===== src/hdl/rhd_pkg.sv =====
`timescale 1ns / 1ps

package rhd_pkg;

  localparam logic [31:0] GEN_A_MUL   = 32'd1701532575;
  localparam logic [31:0] GEN_A_ADD   = 32'd571550083;
  localparam logic [31:0] GEN_B_MUL   = 32'd3145804233;
  localparam logic [31:0] GEN_B_ADD   = 32'd4178903934;
  localparam logic [31:0] GEN_A_RESET = 32'd1151752134;
  localparam logic [31:0] GEN_B_RESET = 32'd2070363486;

  localparam int unsigned TRY_W    = 10;            // 1024 tries per word
  localparam int unsigned ROOT_STEPS = 32;          // one root bit per step
  localparam int unsigned DIV_STEPS  = 17;          // quotient up to 32768
  localparam int unsigned CNT_W    = 5;

  localparam logic [15:0] POS_MAX = 16'h7FFF;

  typedef enum logic [3:0] {
    ST_IDLE,
    ST_DRAW,
    ST_SQR,
    ST_ACC,
    ST_CHECK,
    ST_ROOT,
    ST_DIV_INIT,
    ST_DIV,
    ST_OUT
  } state_t;

  typedef struct packed {
    logic       load_n;
    logic       draw;
    logic       clr;
    logic       sqr;
    logic       acc;
    logic [1:0] comp;
    logic       set_fail;
    logic       root_init;
    logic       root_step;
    logic       div_init;
    logic       div_step;
    logic       emit;
  } cmd_t;

  typedef struct packed {
    logic point_ok;
  } status_t;

endpackage


===== src/hdl/rhd_ctrl.sv =====
`timescale 1ns / 1ps

module rhd_ctrl (
  input  logic              clk,
  input  logic              rst_n,
  input  logic              in_valid,
  output logic              in_ready,
  input  logic              out_free,
  input  rhd_pkg::status_t  status,
  output rhd_pkg::cmd_t     cmd
);

  rhd_pkg::state_t                  state_r, state_nxt;
  logic [1:0]                       comp_r, comp_nxt;
  logic [rhd_pkg::TRY_W-1:0]        try_r, try_nxt;
  logic [rhd_pkg::CNT_W-1:0]        cnt_r, cnt_nxt;

  always_ff @(posedge clk) begin
    if (!rst_n) begin
      state_r <= rhd_pkg::ST_IDLE;
      comp_r  <= 2'd0;
      try_r   <= '0;
      cnt_r   <= '0;
    end else begin
      state_r <= state_nxt;
      comp_r  <= comp_nxt;
      try_r   <= try_nxt;
      cnt_r   <= cnt_nxt;
    end
  end

  always_comb begin
    state_nxt = state_r;
    comp_nxt  = comp_r;
    try_nxt   = try_r;
    cnt_nxt   = cnt_r;
    cmd       = '0;
    cmd.comp  = comp_r;
    in_ready  = 1'b0;
    unique case (state_r)
      rhd_pkg::ST_IDLE: begin
        in_ready = 1'b1;
        if (in_valid) begin
          cmd.load_n = 1'b1;
          comp_nxt   = 2'd0;
          try_nxt    = '0;
          state_nxt  = rhd_pkg::ST_DRAW;
        end
      end
      rhd_pkg::ST_DRAW: begin
        cmd.draw  = 1'b1;
        cmd.clr   = (comp_r == 2'd0);
        state_nxt = rhd_pkg::ST_SQR;
      end
      rhd_pkg::ST_SQR: begin
        cmd.sqr   = 1'b1;
        state_nxt = rhd_pkg::ST_ACC;
      end
      rhd_pkg::ST_ACC: begin
        cmd.acc = 1'b1;
        if (comp_r == 2'd2) begin
          comp_nxt  = 2'd0;
          state_nxt = rhd_pkg::ST_CHECK;
        end else begin
          comp_nxt  = comp_r + 2'd1;
          state_nxt = rhd_pkg::ST_DRAW;
        end
      end
      rhd_pkg::ST_CHECK: begin
        if (status.point_ok) begin
          cmd.root_init = 1'b1;
          cnt_nxt       = '0;
          state_nxt     = rhd_pkg::ST_ROOT;
        end else if (&try_r) begin
          cmd.set_fail = 1'b1;
          state_nxt    = rhd_pkg::ST_OUT;
        end else begin
          try_nxt   = try_r + rhd_pkg::TRY_W'(1);
          state_nxt = rhd_pkg::ST_DRAW;
        end
      end
      rhd_pkg::ST_ROOT: begin
        cmd.root_step = 1'b1;
        cnt_nxt       = cnt_r + rhd_pkg::CNT_W'(1);
        if (cnt_r == rhd_pkg::CNT_W'(rhd_pkg::ROOT_STEPS - 1)) state_nxt = rhd_pkg::ST_DIV_INIT;
      end
      rhd_pkg::ST_DIV_INIT: begin
        cmd.div_init = 1'b1;
        cnt_nxt      = '0;
        state_nxt    = rhd_pkg::ST_DIV;
      end
      rhd_pkg::ST_DIV: begin
        cmd.div_step = 1'b1;
        cnt_nxt      = cnt_r + rhd_pkg::CNT_W'(1);
        if (cnt_r == rhd_pkg::CNT_W'(rhd_pkg::DIV_STEPS - 1)) state_nxt = rhd_pkg::ST_OUT;
      end
      rhd_pkg::ST_OUT: begin
        if (out_free) begin
          cmd.emit  = 1'b1;
          state_nxt = rhd_pkg::ST_IDLE;
        end
      end
      default: state_nxt = rhd_pkg::ST_IDLE;
    endcase
  end

endmodule


===== config.mk =====
export PLATFORM = sky130hd
export DESIGN_NAME = rhd_ctrl
export DESIGN_NICKNAME = d
export VERILOG_FILES = /design/src/hdl/rhd_pkg.sv /design/src/hdl/rhd_ctrl.sv
export SDC_FILE = /design/constraint.sdc
export NUM_CORES = 1
export LEC_CHECK = 0
export ABC_AREA = 1
export BUFFER_PORTS_ARGS = -buffer_cell sky130_fd_sc_hd__buf_2
export CORE_MARGIN = 8
export CORE_UTILIZATION = 40
export CTS_CLUSTER_DIAMETER = 150
export CTS_CLUSTER_SIZE = 24
export DETAILED_ROUTE_END_ITERATION = 10
export GPL_ROUTABILITY_DRIVEN = 0
export PLACE_DENSITY = 0.68
export SYNTH_ARGS = -nofsm -noshare
export SYNTH_HDL_FRONTEND = slang
export SYNTH_SLANG_ARGS = --single-unit

===== constraint.sdc =====
create_clock -name clk -period 1.25 [get_ports clk]
set_input_delay 0.1875 -clock clk [delete_from_list [all_inputs] [get_ports clk]]
set_output_delay 0.1875 -clock clk [all_outputs]
set_load 0.1 [all_outputs]

==> flow_metrics.env, run 1 <==
export IMPL_drt_drc_violations_left=0
export IMPL_fin_crit_sh_pct=139
export IMPL_synth_seq_cells=21
export IMPL_cts_max_level=1
export IMPL_finalSetupTns_ns=-11.93
export IMPL_antennaDiodeCount=0
export IMPL_dp_hpwl_mm=3.13
export IMPL_syn_num_nets=223
export IMPL_max_clock_path_buffers=2
export IMPL_dieArea_sq_um=5650
export IMPL_clock_root_buffer="clkbuf_4"
export IMPL_core_area_sq_um=3340
export IMPL_first_iter_violations=277
export IMPL_initial_core_util_pct=41.9
export IMPL_cp_slowest_cell="dfxtp_4"
export IMPL_worst_path_most_repeated_cell="nor2_4"
export IMPL_grt_use_total_pct=22.5
export IMPL_p_switching_mw=0.797
export IMPL_grt_pass1_wl_mm=9.63
export IMPL_avgSynthCellArea_sq_um=6.54
export IMPL_portBuffers=18
export IMPL_drv_slew=0
export IMPL_layout_commonest_cell="buf_4"
export IMPL_instances_no_fill=359
export IMPL_async_flop_share_pct=0
export IMPL_via_per_inst=5.73
export IMPL_power_per_cell_area_nw_per_um2=668
export IMPL_crit_required_ns=1.06
export IMPL_antenna_found_initial=0
export IMPL_ir_drop_mv=0.585
export IMPL_internal_power_mw=1.16
export IMPL_synth_largest_area_cell="dfxtp_1"
export IMPL_hp_class="input pin to flip-flop"
export IMPL_swShare_pct=40.8
export IMPL_ff2ff_setup_slack_ns=-0.41
export IMPL_max_freq_ghz=0.574
export IMPL_mostFrequentLayoutCells="buf_4, nand2_1, buf_6"
export IMPL_dr_total_vias=2058
export IMPL_rsz0062_at_grt="yes"
export IMPL_grt_overflow_total=0
export IMPL_ys_types=32
export IMPL_startpoint_type="flip-flop"
export IMPL_min_path_cells=3
export IMPL_netlist_area_leader_share_pct=30.1
export IMPL_pwr_share_clk_pct=19.8
export IMPL_min_from="rst_n"
export IMPL_layout_drive_gt1_share_pct=66.5
export IMPL_io_pins=19
export IMPL_hold_worst_slack_ns=0.136
export IMPL_area_growth_pct=109
export IMPL_cts_sinks=21
export IMPL_synth_edf_count=0
export IMPL_r2r_start="state_r[0]$_SDFFE_PN0P_"
export IMPL_critPathTopFamily="simple AND/OR/NAND/NOR gates"
export IMPL_critPathArrivalTime_ns=1.56
export IMPL_whs_endpoint="comp_r[0]$_SDFFE_PN0P_"
export IMPL_worstReg2RegEnd="try_r[3]$_SDFFE_PN0P_"
export IMPL_routed_wirelength_mm=7.42
export IMPL_synth_ff_type="dfxtp_1"
export IMPL_cts_tree="built"
export IMPL_worst_slack_ns=-0.493
export IMPL_worstPathMaxFanout=4
export IMPL_power_leakage_nw=1.21
export IMPL_seqCellArea_sq_um=452
export IMPL_finalHoldViolCount=0
export IMPL_cap_violations=0
export IMPL_critPathMaxStageDelay_ns=0.43
export IMPL_violations="negative setup slack"
export IMPL_status="finished with violations"
export IMPL_skew_ns=0.00781
export IMPL_setup_viol=33
export IMPL_nFillCells=154
export IMPL_rows=21
export IMPL_worst_slew_pin_slew_ns=0.671
export IMPL_numCtsBuffers=3
export IMPL_die_width_um=75.1
export IMPL_path_class="flip-flop to output pin"
export IMPL_first_pass_iters=8
export IMPL_final_nets=323
export IMPL_grt_start_max_net_pins=15
export IMPL_crit_chain="inv_2 -> nor2_4 -> nand2_4 -> clkinv_2 -> nand2_2 -> nor2_4 -> buf_12"
export IMPL_worstPathBufferInverterCount=3
export IMPL_power_share_sequential_pct=35.7
export IMPL_clk_latency_ns=0.34
export IMPL_multiInputGateArea_sq_um=1220
export IMPL_slew_headroom_pct=55.2
export IMPL_period_needed_ns=1.74
export IMPL_syn_area_sq_um=1400
export IMPL_clkTransAtPathRegs_ns=0.15
export IMPL_grt_pass1_vias=1961
export IMPL_worst_r2r_path_depth=10
export IMPL_wl_per_cell_um=20.7
export IMPL_ant_nets=0
export IMPL_place_inst=322
export IMPL_yosysSeqAreaShare_pct=30.1
export IMPL_ys_warn_count=0
export IMPL_final_util_pct=87.6
export IMPL_timing_critical_path_to_type="output pin"
export IMPL_yosys_top_cells_area="dfxtp_1, nand2_1, inv_1, nor2_1, nand3_1"
export IMPL_comb_power_share_pct=44.5
export IMPL_die_h_um=75.1
export IMPL_synth_cells=214
==> layer usage <==
layer / vias to the layer above / GRT usage, % / wire length (um)
met5: - / 0 / 0
met4: 0 / 11.3 / 444
met1: 970 / 25.1 / 2830
met2: 159 / 39.6 / 3460
li1: 883 / - / -
met3: 46 / 3.99 / 675
==> Yosys cell counts (2+ instances only) <==
| library cell | number |
|---|---|
| a21oi_1 | 13 |
| a21oi_2 | 2 |
| dfxtp_1 | 21 |
| ha_1 | 4 |
| inv_1 | 28 |
| inv_2 | 5 |
| nand2_1 | 55 |
| nand2_2 | 4 |
| nand2_4 | 2 |
| nand3_1 | 15 |
| nand3_2 | 4 |
| nand3b_1 | 2 |
| nand4_1 | 2 |
| nor2_1 | 24 |
| nor2_2 | 4 |
| nor2_4 | 4 |
| nor3_1 | 2 |
| nor3b_1 | 4 |
| o21ai_0 | 5 |
| o21ai_1 | 2 |
==> cells by family (layout without fill, tap and decap cells) <==
family / count (synthesis) / in the layout / synth area share, %
and+or+nand+nor: 125 / 125 / 44.4
buffers and inverters: 37 / 136 / 10.8
AOI/OAI and AO/OA: 27 / 27 / 11.2
DFF: 21 / 21 / 30.1
adders and majority gates: 4 / 4 / 3.58
==> power groups by stage <==
| stage | Clock (mW) | Sequential (mW) | Combinational, mW |
|---|---|---|---|
| 3_3_place_gp | 0 | 0.715 | 0.608 |
| 4_1_cts | 0.360 | 0.699 | 0.722 |
| 5_1_grt | 0.408 | 0.699 | 0.900 |
| 3_5_place_dp | 0 | 0.716 | 0.617 |
| 6_report | 0.387 | 0.698 | 0.868 |
| 2_1_floorplan | 0 | 0.725 | 0.377 |
==> per-stage QoR <==
stage,power (mW),setup slack [ns],instance area [sq um]
after global routing,2.01,-0.558,2920
after floorplan,1.10,-0.600,1530
after global placement,1.32,-0.160,2230
after detailed placement,1.33,-0.238,2230
final,1.95,-0.493,2920
after CTS,1.78,-0.387,2670
==> worst reg2reg max path: stages (launching register included) <==
cell and delay (ns):
dfxtp_4 0.38, nor2_4 0.21, inv_4 0.08, nor2_4 0.18, buf_4 0.14, buf_6 0.08, inv_2 0.05, nand2_8 0.09
buf_6 0.13, nand3_2 0.10, a21oi_2 0.15
==> what timing repair did <==
| item | 4_1_cts | 5_1_grt |
|---|---|---|
| resized for setup | 68 | 49 |
| endpoints found under the setup margin | 32 | 33 |
| setup buffers | 23 | 12 |
| hold buffers | 0 | 0 |
| pin swaps | 29 | 28 |
==> cell type report <==
type                       instances  share of cell area, %
clock buffer                       3                  0.771
clock inverter                     1                  0.171
sequential                        21                   15.5
inverter                          34                   5.87
tap                               46                   1.97
timing repair buffer              98                   34.0
multi-input combinational        156                   41.8
==> flip-flops by register name, indices dropped and copies added (netlist names) <==
| register | count |
|---|---|
| cnt_r | 5 |
| comp_r | 2 |
| state_r | 4 |
| try_r | 10 |
==> worst max path at each step <==
stage | cells past startpoint | slack, ns | end | start
global placement | 10 | -0.16 | try_r[1]$_SDFFE_PN0P_ | try_r[1]$_SDFFE_PN0P_
global route | 7 | -0.56 | cmd[5] | state_r[2]$_SDFFE_PN0P_
floorplan | 5 | -0.60 | cmd[12] | state_r[0]$_SDFFE_PN0P_
finish | 7 | -0.49 | cmd[5] | state_r[2]$_SDFFE_PN0P_
detailed placement | 9 | -0.24 | try_r[3]$_SDFFE_PN0P_ | try_r[1]$_SDFFE_PN0P_
CTS | 6 | -0.39 | cmd[5] | try_r[0]$_SDFFE_PN0P_
Note: power is estimated with default switching activity, not from simulation.
==> run 2, diff against run 1 <==
- PLACE_DENSITY: 0.68 -> 0.66
- clock period: 1.25 -> 1.7 ns (I/O delays scaled with it)
==> flow_metrics.env, run 2 (same netlist as run 1, synthesis figures left out) <==
export IMPL_grt_overflow_total=0
export IMPL_final_nets=261
export IMPL_reg_top3="try_r (10), cnt_r (5), state_r (4)"
export IMPL_startpoint_type="flip-flop"
export IMPL_slew_headroom_pct=67.4
export IMPL_setup_viol=1
export IMPL_numCtsBuffers=3
export IMPL_grt_use_total_pct=13.3
export IMPL_portBuffers=18
export IMPL_routed_wirelength_mm=3.68
export IMPL_core_area_sq_um=3340
export IMPL_cts_tree="built"
export IMPL_first_pass_iters=4
export IMPL_initial_core_util_pct=41.9
export IMPL_die_h_um=75.1
export IMPL_antenna_found_initial=0
export IMPL_hp_class="input pin to flip-flop"
export IMPL_timing_critical_path_to_type="output pin"
export IMPL_cts_max_level=1
export IMPL_dr_total_vias=1471
export IMPL_grt_pass1_wl_mm=6.03
export IMPL_clock_root_buffer="clkbuf_4"
export IMPL_max_freq_ghz=0.587
export IMPL_worstPathMaxFanout=6
export IMPL_path_class="flip-flop to output pin"
export IMPL_worst_slack_ns=-0.00282
export IMPL_area_growth_pct=41.1
export IMPL_largest_register="try_r"
export IMPL_first_iter_violations=133
export IMPL_finalHoldViolCount=0
export IMPL_grt_start_max_net_pins=15
export IMPL_critPathMaxStageDelay_ns=0.51
export IMPL_fin_crit_sh_pct=100
export IMPL_finalSetupTns_ns=-0.00282
export IMPL_io_pins=19
export IMPL_drt_drc_violations_left=0
export IMPL_critPathTopFamily="flip-flops"
export IMPL_layout_commonest_cell="nand2_1"
export IMPL_skew_ns=0.00115
export IMPL_critPathArrivalTime_ns=1.45
export IMPL_power_per_cell_area_nw_per_um2=588
export IMPL_worst_slew_pin_slew_ns=0.493
export IMPL_period_needed_ns=1.70
export IMPL_ff2ff_setup_slack_ns=0.13
export IMPL_largest_reg_flops=10
export IMPL_max_clock_path_buffers=2
export IMPL_die_width_um=75.1
export IMPL_grt_pass1_vias=1318
export IMPL_multiInputGateArea_sq_um=913
export IMPL_crit_chain="nand2_4 -> nor2_4 -> nand3_2 -> nor2_4 -> buf_12"
export IMPL_mostFrequentLayoutCells="nand2_1, inv_1, nor2_1"
export IMPL_violations="negative setup slack"
export IMPL_cts_sinks=21
export IMPL_cts_hold_buf=0
export IMPL_cp_slowest_cell="dfxtp_1"
export IMPL_pre_cts_slack_ns=0.0560
export IMPL_dp_hpwl_mm=2.58
export IMPL_rsz0062_at_grt="yes"
export IMPL_ir_drop_mv=0.443
export IMPL_layout_drive_gt1_share_pct=34.3
export IMPL_drv_slew=0
export IMPL_power_leakage_nw=0.828
export IMPL_crit_required_ns=1.44
export IMPL_worst_path_most_repeated_cell="nor2_4"
export IMPL_via_per_inst=4.95
export IMPL_nFillCells=306
export IMPL_wl_met2_mm=1.72
export IMPL_clk_latency_ns=0.30
export IMPL_worstPathBufferInverterCount=1
export IMPL_cap_violations=0
export IMPL_wl_per_cell_um=12.4
export IMPL_rows=21
export IMPL_clkTransAtPathRegs_ns=0.11
export IMPL_route_met3_wl_um=206
export IMPL_highest_layer="met4"
export IMPL_status="finished with violations"
export IMPL_seqCellArea_sq_um=435
export IMPL_final_util_pct=59.2
export IMPL_ant_nets=0
export IMPL_antennaDiodeCount=0
export IMPL_dieArea_sq_um=5650
export IMPL_fin_total_pwr_mw=1.16
export IMPL_met1_length_mm=1.73
run 2: cell types whose count changed in the layout (fill, tap and decap cells not counted), moves of 4 or more:
cell     delta
nand2_8     -4
nand3_1     +5
nand2_1    +17
a21oi_2    -10
dfxtp_4     -4
a21oi_1    +10
nor2_1      +5
buf_4      -40
buf_6      -21
dfxtp_1     +5
inv_1       +8
nand2_2    -10
o21ai_0     +4
nor2_4      -6
run 2: through the flow:
stage	cell area [sq um]	std cells	hold WS [ns]
detailed placement	1780	278	0.480
global route	1970	297	0.222
finish	1970	297	0.228
floorplan	1450	214	0.378
global placement	1780	278	0.474
CTS	1910	292	0.214
run 2: layer usage:
layer | GRT usage (%) | vias to the layer above
li1 | - | 758
met1 | 18.6 | 675
met2 | 20.6 | 34
met3 | 1.60 | 4
met4 | 4.05 | 0
met5 | 0 | -
run 2: cell type report:
cell class	count	share of cell area, %
clock inverters	1	0.253
multi-input cells	156	46.3
well taps	46	2.92
inverters	34	6.84
clock buffers	3	1.14
flip-flops and latches	21	22.1
repair buffers	36	20.5
run 2: power breakdown:
part / internal [mW] / switching [mW]
logic: 0.140 / 0.268
clock network: 0.0876 / 0.148
registers: 0.502 / 0.0156
total: 0.730 / 0.432
run 2: path summary, 6_finish.rpt:
check | from | depth (start not counted) | to
max | try_r[2]$_SDFFE_PN0P_ | 5 | cmd[5]
min reg2reg | comp_r[1]$_SDFFE_PN0P_ | 1 | comp_r[1]$_SDFFE_PN0P_
max reg2reg | try_r[2]$_SDFFE_PN0P_ | 10 | try_r[1]$_SDFFE_PN0P_
min | rst_n | 3 | comp_r[1]$_SDFFE_PN0P_
run 2: tightest hold or removal path, cell delays in order:
cell     delay (ns)
buf_2          0.14
nand2_1        0.07
a21oi_1        0.03
run 2: timing repair:
| item | CTS | global route |
|---|---|---|
| pin swaps | 6 | 8 |
| resized for setup | 10 | 8 |
| endpoints found under the setup margin | 3 | 14 |
| buffers inserted | 10 | 5 |
